### config.mk
export PLATFORM = sky130hd
export DESIGN_NAME = date_token_extractor_top
export DESIGN_NICKNAME = d
export VERILOG_FILES = /design/src/sv/dte_pkg.sv /design/src/sv/date_token_extractor_top.sv /design/src/sv/dte_digit_cell.sv /design/src/sv/dte_code_unit.sv
export SDC_FILE = /design/constraint.sdc
export NUM_CORES = 1
export LEC_CHECK = 0
export ABC_AREA = 1
export BUFFER_PORTS_ARGS = -buffer_cell sky130_fd_sc_hd__buf_2
export CAP_MARGIN = 20
export CORE_ASPECT_RATIO = 1.4
export CORE_MARGIN = 1.5
export CORE_UTILIZATION = 45
export DETAILED_ROUTE_END_ITERATION = 8
export HOLD_SLACK_MARGIN = 0.12
export PLACE_DENSITY = 0.66
export SYNTH_ARGS = -nofsm -noshare
export SYNTH_HDL_FRONTEND = slang
export SYNTH_SLANG_ARGS = --single-unit
### constraint.sdc
create_clock -name clock -period 6.28 [get_ports clock]
set_input_delay 0 -clock clock [delete_from_list [all_inputs] [get_ports clock]]
set_output_delay 0 -clock clock [all_outputs]
set_load 0.02 [all_outputs]
### src/sv/dte_pkg.sv
package dte_pkg;

   localparam int NumDigits = 8;
   localparam int NumHeld   = NumDigits - 1;
   localparam int CodeWidth = 27;

   localparam logic [3:0] TokenLen = 4'd11;
   localparam logic [3:0] PosLast  = 4'd10;
   localparam logic [3:0] PosD     = 4'd0;
   localparam logic [3:0] PosM     = 4'd3;
   localparam logic [3:0] PosY     = 4'd6;

   localparam logic [7:0] CharD    = 8'h64;
   localparam logic [7:0] CharM    = 8'h6d;
   localparam logic [7:0] CharY    = 8'h79;
   localparam logic [7:0] CharZero = 8'h30;
   localparam logic [7:0] CharNine = 8'h39;

   localparam logic [6:0] MaxDay   = 7'd31;
   localparam logic [6:0] MaxMonth = 7'd12;

   typedef logic [3:0] nibble_type;
   typedef nibble_type [NumDigits-1:0] digits_type;
   typedef logic [CodeWidth-1:0] code_type;

   typedef struct packed {
      logic shift;
      logic clear;
   } cell_ctrl_type;

endpackage

### src/sv/date_token_extractor_top.sv
// Date token extractor. Scans one 8-bit character per transaction for tokens of the
// form dDDmMMyYYYY (lowercase d, m, y and ASCII digits) and returns one transaction
// with the date code YYYYMMDD for each complete token whose day is at most 31 and
// whose month is at most 12; other tokens return nothing. Matching restarts after
// each token with no overlap, a mismatch drops the partial match (a 'd' opens a new
// one), and end_of_text clears the match after its own character. The block takes
// one character every cycle while req_ready is high. A date code reaches the rsp_
// port through the digit check stage, the year/month/day stage and the output
// register, in that order. req_ready falls only when the check stage, the date
// stage and the output register all hold a transaction and rsp_ready is low.
module date_token_extractor_top (
   input  logic                clock,
   input  logic                reset,
   input  logic                req_valid,
   output logic                req_ready,
   input  logic [7:0]          req_char_in,
   input  logic                req_end_of_text,
   output logic                rsp_valid,
   input  logic                rsp_ready,
   output dte_pkg::code_type   rsp_date_code
);
   import dte_pkg::*;

   logic [3:0]    pos_ff;
   logic [3:0]    pos_in;
   logic          rsp_valid_ff;
   code_type      rsp_code_ff;

   logic          accept;
   logic [3:0]    pos_cur;
   logic          want_digit;
   logic [7:0]    want_char;
   logic          char_is_digit;
   logic          hit;
   logic          complete;
   cell_ctrl_type cell_ctrl;
   nibble_type    new_digit;
   nibble_type    cell_q [NumHeld];
   digits_type    token_digits;

   logic          cu_in_ready;
   logic          cu_out_valid;
   code_type      cu_code;
   logic          out_free;

   assign req_ready = cu_in_ready;
   assign accept    = req_valid && req_ready;

   // Classify the character against the token shape at the current position
   always_comb begin
      pos_cur = (pos_ff >= TokenLen) ? PosD : pos_ff;
      want_digit = 1'b0;
      want_char  = CharD;
      unique case (pos_cur)
         PosD:    want_char = CharD;
         PosM:    want_char = CharM;
         PosY:    want_char = CharY;
         default: want_digit = 1'b1;
      endcase
      char_is_digit = (req_char_in >= CharZero) && (req_char_in <= CharNine);
      hit           = want_digit ? char_is_digit : (req_char_in == want_char);
      complete      = hit && want_digit && (pos_cur == PosLast);
      new_digit     = req_char_in[3:0];
   end

   // Advance the match position; drop it on mismatch, token end or end of text
   always_comb begin
      pos_in = pos_ff;
      if (accept) begin
         if (req_end_of_text || complete) begin
            pos_in = PosD;
         end else if (hit) begin
            pos_in = pos_cur + 4'd1;
         end else if (req_char_in == CharD) begin
            pos_in = PosD + 4'd1;
         end else begin
            pos_in = PosD;
         end
      end
   end

   // Clear wins over shift: the completing digit goes straight to the check stage
   assign cell_ctrl.shift = accept && hit && want_digit;
   assign cell_ctrl.clear = accept && (!hit || complete || req_end_of_text);

   // Row of digit cells: cell 0 takes the newest digit, each hands to its neighbor
   for (genvar k = 0; k < NumHeld; k++) begin : g_cell
      if (k == 0) begin : g_head
         dte_digit_cell u_cell (
            .clock    (clock),
            .ctrl     (cell_ctrl),
            .data_in  (new_digit),
            .data_out (cell_q[k])
         );
      end else begin : g_body
         dte_digit_cell u_cell (
            .clock    (clock),
            .ctrl     (cell_ctrl),
            .data_in  (cell_q[k-1]),
            .data_out (cell_q[k])
         );
      end
      // oldest cell holds the day tens digit
      assign token_digits[k] = cell_q[NumHeld-1-k];
   end
   assign token_digits[NumDigits-1] = new_digit;

   dte_code_unit u_code (
      .clock     (clock),
      .reset     (reset),
      .in_valid  (accept && complete),
      .in_ready  (cu_in_ready),
      .digits    (token_digits),
      .out_valid (cu_out_valid),
      .out_ready (out_free),
      .code      (cu_code)
   );

   // Output register: hold the transaction until the sink takes it
   assign out_free = !rsp_valid_ff || rsp_ready;

   always_ff @(posedge clock) begin
      if (reset) begin
         pos_ff       <= PosD;
         rsp_valid_ff <= 1'b0;
      end else begin
         pos_ff <= pos_in;
         if (out_free) begin
            rsp_valid_ff <= cu_out_valid;
         end
      end
   end

   always_ff @(posedge clock) begin
      if (out_free && cu_out_valid) begin
         rsp_code_ff <= cu_code;
      end
   end

   assign rsp_valid     = rsp_valid_ff;
   assign rsp_date_code = rsp_code_ff;

endmodule

### src/sv/dte_digit_cell.sv
module dte_digit_cell (
   input  logic                   clock,
   input  dte_pkg::cell_ctrl_type ctrl,
   input  dte_pkg::nibble_type    data_in,
   output dte_pkg::nibble_type    data_out
);
   import dte_pkg::*;

   nibble_type data_ff;
   nibble_type data_in_w;

   always_comb begin
      data_in_w = data_ff;
      if (ctrl.clear) begin
         data_in_w = '0;
      end else if (ctrl.shift) begin
         data_in_w = data_in;
      end
   end

   always_ff @(posedge clock) begin
      data_ff <= data_in_w;
   end

   assign data_out = data_ff;

endmodule

### src/sv/dte_code_unit.sv
module dte_code_unit (
   input  logic                clock,
   input  logic                reset,
   input  logic                in_valid,
   output logic                in_ready,
   input  dte_pkg::digits_type digits,
   output logic                out_valid,
   input  logic                out_ready,
   output dte_pkg::code_type   code
);
   import dte_pkg::*;

   logic       s1_valid_ff;
   digits_type digits_ff;
   logic       s2_valid_ff;
   logic [13:0] year_ff;
   logic [3:0]  month_ff;
   logic [4:0]  day_ff;

   logic        s1_free;
   logic        s2_free;
   logic [6:0]  day_w;
   logic [6:0]  month_w;
   logic [13:0] year_w;
   logic        date_ok;

   assign s2_free  = !s2_valid_ff || out_ready;
   assign s1_free  = !s1_valid_ff || s2_free;
   assign in_ready = s1_free;

   // digits_ff[0] is day tens, digits_ff[7] is year ones
   always_comb begin
      day_w   = 7'({3'b0, digits_ff[0]} * 7'd10) + {3'b0, digits_ff[1]};
      month_w = 7'({3'b0, digits_ff[2]} * 7'd10) + {3'b0, digits_ff[3]};
      year_w  = 14'({10'b0, digits_ff[4]} * 14'd1000)
              + 14'({10'b0, digits_ff[5]} * 14'd100)
              + 14'({10'b0, digits_ff[6]} * 14'd10)
              + {10'b0, digits_ff[7]};
      date_ok = (day_w <= MaxDay) && (month_w <= MaxMonth);
   end

   always_ff @(posedge clock) begin
      if (reset) begin
         s1_valid_ff <= 1'b0;
         s2_valid_ff <= 1'b0;
      end else begin
         if (s1_free) begin
            s1_valid_ff <= in_valid;
         end
         if (s2_free) begin
            s2_valid_ff <= s1_valid_ff && date_ok;
         end
      end
   end

   always_ff @(posedge clock) begin
      if (s1_free && in_valid) begin
         digits_ff <= digits;
      end
      if (s2_free && s1_valid_ff) begin
         year_ff  <= year_w;
         month_ff <= month_w[3:0];
         day_ff   <= day_w[4:0];
      end
   end

   // Widen each part to the full code width before scaling
   assign out_valid = s2_valid_ff;
   assign code = code_type'(year_ff) * code_type'(14'd10000)
               + code_type'(month_ff) * code_type'(7'd100)
               + code_type'(day_ff);

endmodule
==> results.md <==
* Status: completed
* P_leak at roughly 5.5 nW
* Clock buffer depth at 2
* Final net count at 1420
* Post-DR wirelength/cell at 13.1 um
* Flops & latches, synth at 117
* Minimum clock period at 4.96 ns
* Clock latency on the worst-skew pair at between 0.4 and 0.5 ns
* Ports at 42
* Hold Path Class: primary input to flip-flop
* Yosys cell types at 39
* # rows at 64
* Worst-margin pin slew at a little over 1 ns
* First-pass GRT wire length at 34.0 mm
* Total grt overflow at 0
* CP max stage delay at around 0.56 ns
* Power, Total at about 1.8 mW
* Clock power frac at 53.7%
* Root Buffer: clkbuf_16
* Final Wtd Congestion at 0.949
* Seq/Total Area, Yosys at a little under a third
* DRT iter0 DRCs at 245
* Syn Inst Count at 1136
* Synthesized net count at 1356
* Mean Syn Cell Area at 8.77 um2
* RSZ-0062 raised after global routing: false
* Worst-path maximum fanout at 5
* Buf/Inv on CP at 6
* Core area at ~22000 um2
* Sw Ratio at 23.1%
* Die W at 129 um
* Crit-path slowest cell: fa_1
* Vias at 7427
* Final hold slack at 0.279 ns
* Ys Warns at 0
* Rel. slew slack at 32.6%
* Maximum clock rate at about 200 MHz
* Fin crit share at ~79%
* Critical Setup Path Class: flip-flop to flip-flop
* Slew Viols, Final at 0
* Drt total wl at approximately 20 mm
* Vias per cell at 4.92
* Drt pass-1 iters at 5
* Die Ht at approximately 180 um
* Clock skew at 0.0166 ns
* Cell Count, Final, Fillers Out at 1510
* Max-cap violations at 0
* P&R area growth vs syn at 12.7%
* Placed cell count at between 1000 and 1500
* Post-CTS Setup Repair Bufs at 0
* DRC viols at 0
* Final hold viol count at 0
* CTS tree: yes
* Layout cells sized above 1 at 9.98%
* CTS Buf Count at 17
* Initial antenna violation count at 0
* Port-buffer cells at between 40 and 50
* Pwr Density at 161 nW/um2
* CP startpoint kind: flip-flop
* Crit-path leading delay family: adder cells
* Initial Util at a little under half
* Crit-path most repeated cell: inv_1
* CP Cell Sequence: inv_1, fa_1, inv_1, ha_1, fa_1, ha_1, inv_1, fa_1, inv_1, ha_1, nand2_1, nor2_1, nand3_1, nand2_1, nand2_1, nand2_2, inv_1, nor2_2, nand2_2, nor2_4, nand3_2, xor2_1, inv_1
* Antenna cells at 0
* Peak VDD IR at 0.168 mV
* Pre-CTS setup slack at approximately 1.3 ns
* Psw at 0.418 mW
* Clock slew at reported path FFs at around 0.060 ns
* H-tree depth at 4
* Final setup violating endpoints at 0
* Post-Syn Area at 9960 um2
* Worst setup EP type: flip-flop
* Commonest non-fill, non-tap cell in the layout: nand2_1
* Worst EP required at 6.46 ns
* Final HPWL DP at roughly 16 mm
* Largest net degree at the start of global routing at 33
* Vias in the first global route at 7533
* Most frequent cells in the layout: 237 x nand2_1, 230 x inv_1, 154 x ha_1
* Pint at 1.39 mW
* GRT Util Overall at between 10% and 20%
* Part of the power in registers at 45.0%
* Post_cts resized at 0
* Combinational Power Share at 1.3%
* WP data arrival at 5.14 ns
* CTS sink cnt at about 120
* Final worst slack at roughly 1.3 ns
* Sum Neg Setup Slack at 0 ns
* Final ANT Viol Nets at 0
* Die Area at between 20000 and 25000 um2
## power groups by stage
stage	clock, mW	combinational (mW)	sequential (mW)
2_1_floorplan	0	0.0120	0.832
3_3_place_gp	0	0.0194	0.832
3_5_place_dp	0	0.0196	0.832
4_1_cts	0.986	0.0240	0.815
5_1_grt	1.02	0.0265	0.815
6_report	0.972	0.0240	0.815
## final timing paths
path | slack (ns) | cells after the start | startpoint | end
setup / recovery | 1.32 | 23 | u_code.year_ff[5] | rsp_date_code[22]
hold / removal | 0.28 | 7 | req_char_in[5] | pos_ff[3]
setup reg to reg | 1.32 | 23 | u_code.year_ff[5] | rsp_date_code[22]
hold reg to reg | 0.42 | 0 | u_code.digits_ff[4] | u_code.day_ff[0]
## synthesized netlist by cell type (all sizes together)
library cell  number  area [um2]
and2               3        18.8
a211oi             1        7.51
edfxtp            82        2460
xnor2             16         140
o21a               1        7.51
clkbuf             4        15.0
fa                53        1060
a31o               2        17.5
o31ai              1        7.51
nand3             81         410
nand2            245         945
nor2              57         244
a21oi             72         435
nor3               7        35.0
o211ai             1        7.51
o2111ai            4        35.0
buf                7        56.3
or2                3        18.8
ha               154        1930
inv              232         871
dfxtp             35         701
a21o               4        30.0
a31oi              3        18.8
nand4             19         119
xor2              31         272
o21bai             1        7.51
nor4               2        12.5
o21ai             15        78.8
## worst reg2reg max path: cells and delay by family, from the launching register on
family / cells / cell delay (ns)
xor+xnor: 1 / 0.14
flops: 1 / 0.44
simple gates: 10 / 1.28
buf+inv: 6 / 0.40
fa+ha+maj: 6 / 2.48
## area by class of cell
class                   instances  area (um2)
fillers                      2080       10600
flip-flops and latches        117        3160
repair buffers                 56         368
inverters                     232         871
well taps                     297         372
clock buffers                  19         475
clock inverters                13         118
multi-input cells             776        5860
## per-layer routing
metal	GRT usage, %	routed length [um]	share of wire, %	vias up
li1	-	-	-	3819
met1	18.8	7800	39	3475
met2	37.1	11000	56	99
met3	3.22	406	2.1	34
met4	6.69	545	2.8	0
met5	0	0	0	-
## stage by stage
stage,util (%),instance area [um2]
2_1_floorplan,-,9960
3_3_place_gp,48.1,10500
3_5_place_dp,48.3,10500
4_1_cts,51.5,11200
5_1_grt,51.5,11200
6_report,51.5,11200
## registers in the layout, indices dropped and copies added (netlist names)
register and count:
u_code.digits_ff 32, pos_ff 4, u_code.month_ff 4, u_code.day_ff 5, g_cell.g_head.u_cell.data_out 4, g_cell.g_body.u_cell.data_out 24
rsp_valid 1, rsp_date_code 27, u_code.out_valid 1, u_code.s1_valid_ff 1, u_code.year_ff 14
## logic make-up after synthesis
logic type / share of synthesized area [%]
AO/OA/AOI/OAI: 6.56
buffers and inverters: 9.46
adder cells (fa/ha/maj): 30.0
flip-flops: 31.8
AND/OR/NAND/NOR: 18.1
XOR/XNOR: 4.13
## timing repair
action / 4_1_cts / 5_1_grt
hold endpoints to repair: 15 / 0
hold buffers: 12 / 0
setup endpoints to repair: 0 / 0
Note: power is estimated with default switching activity, not from simulation.
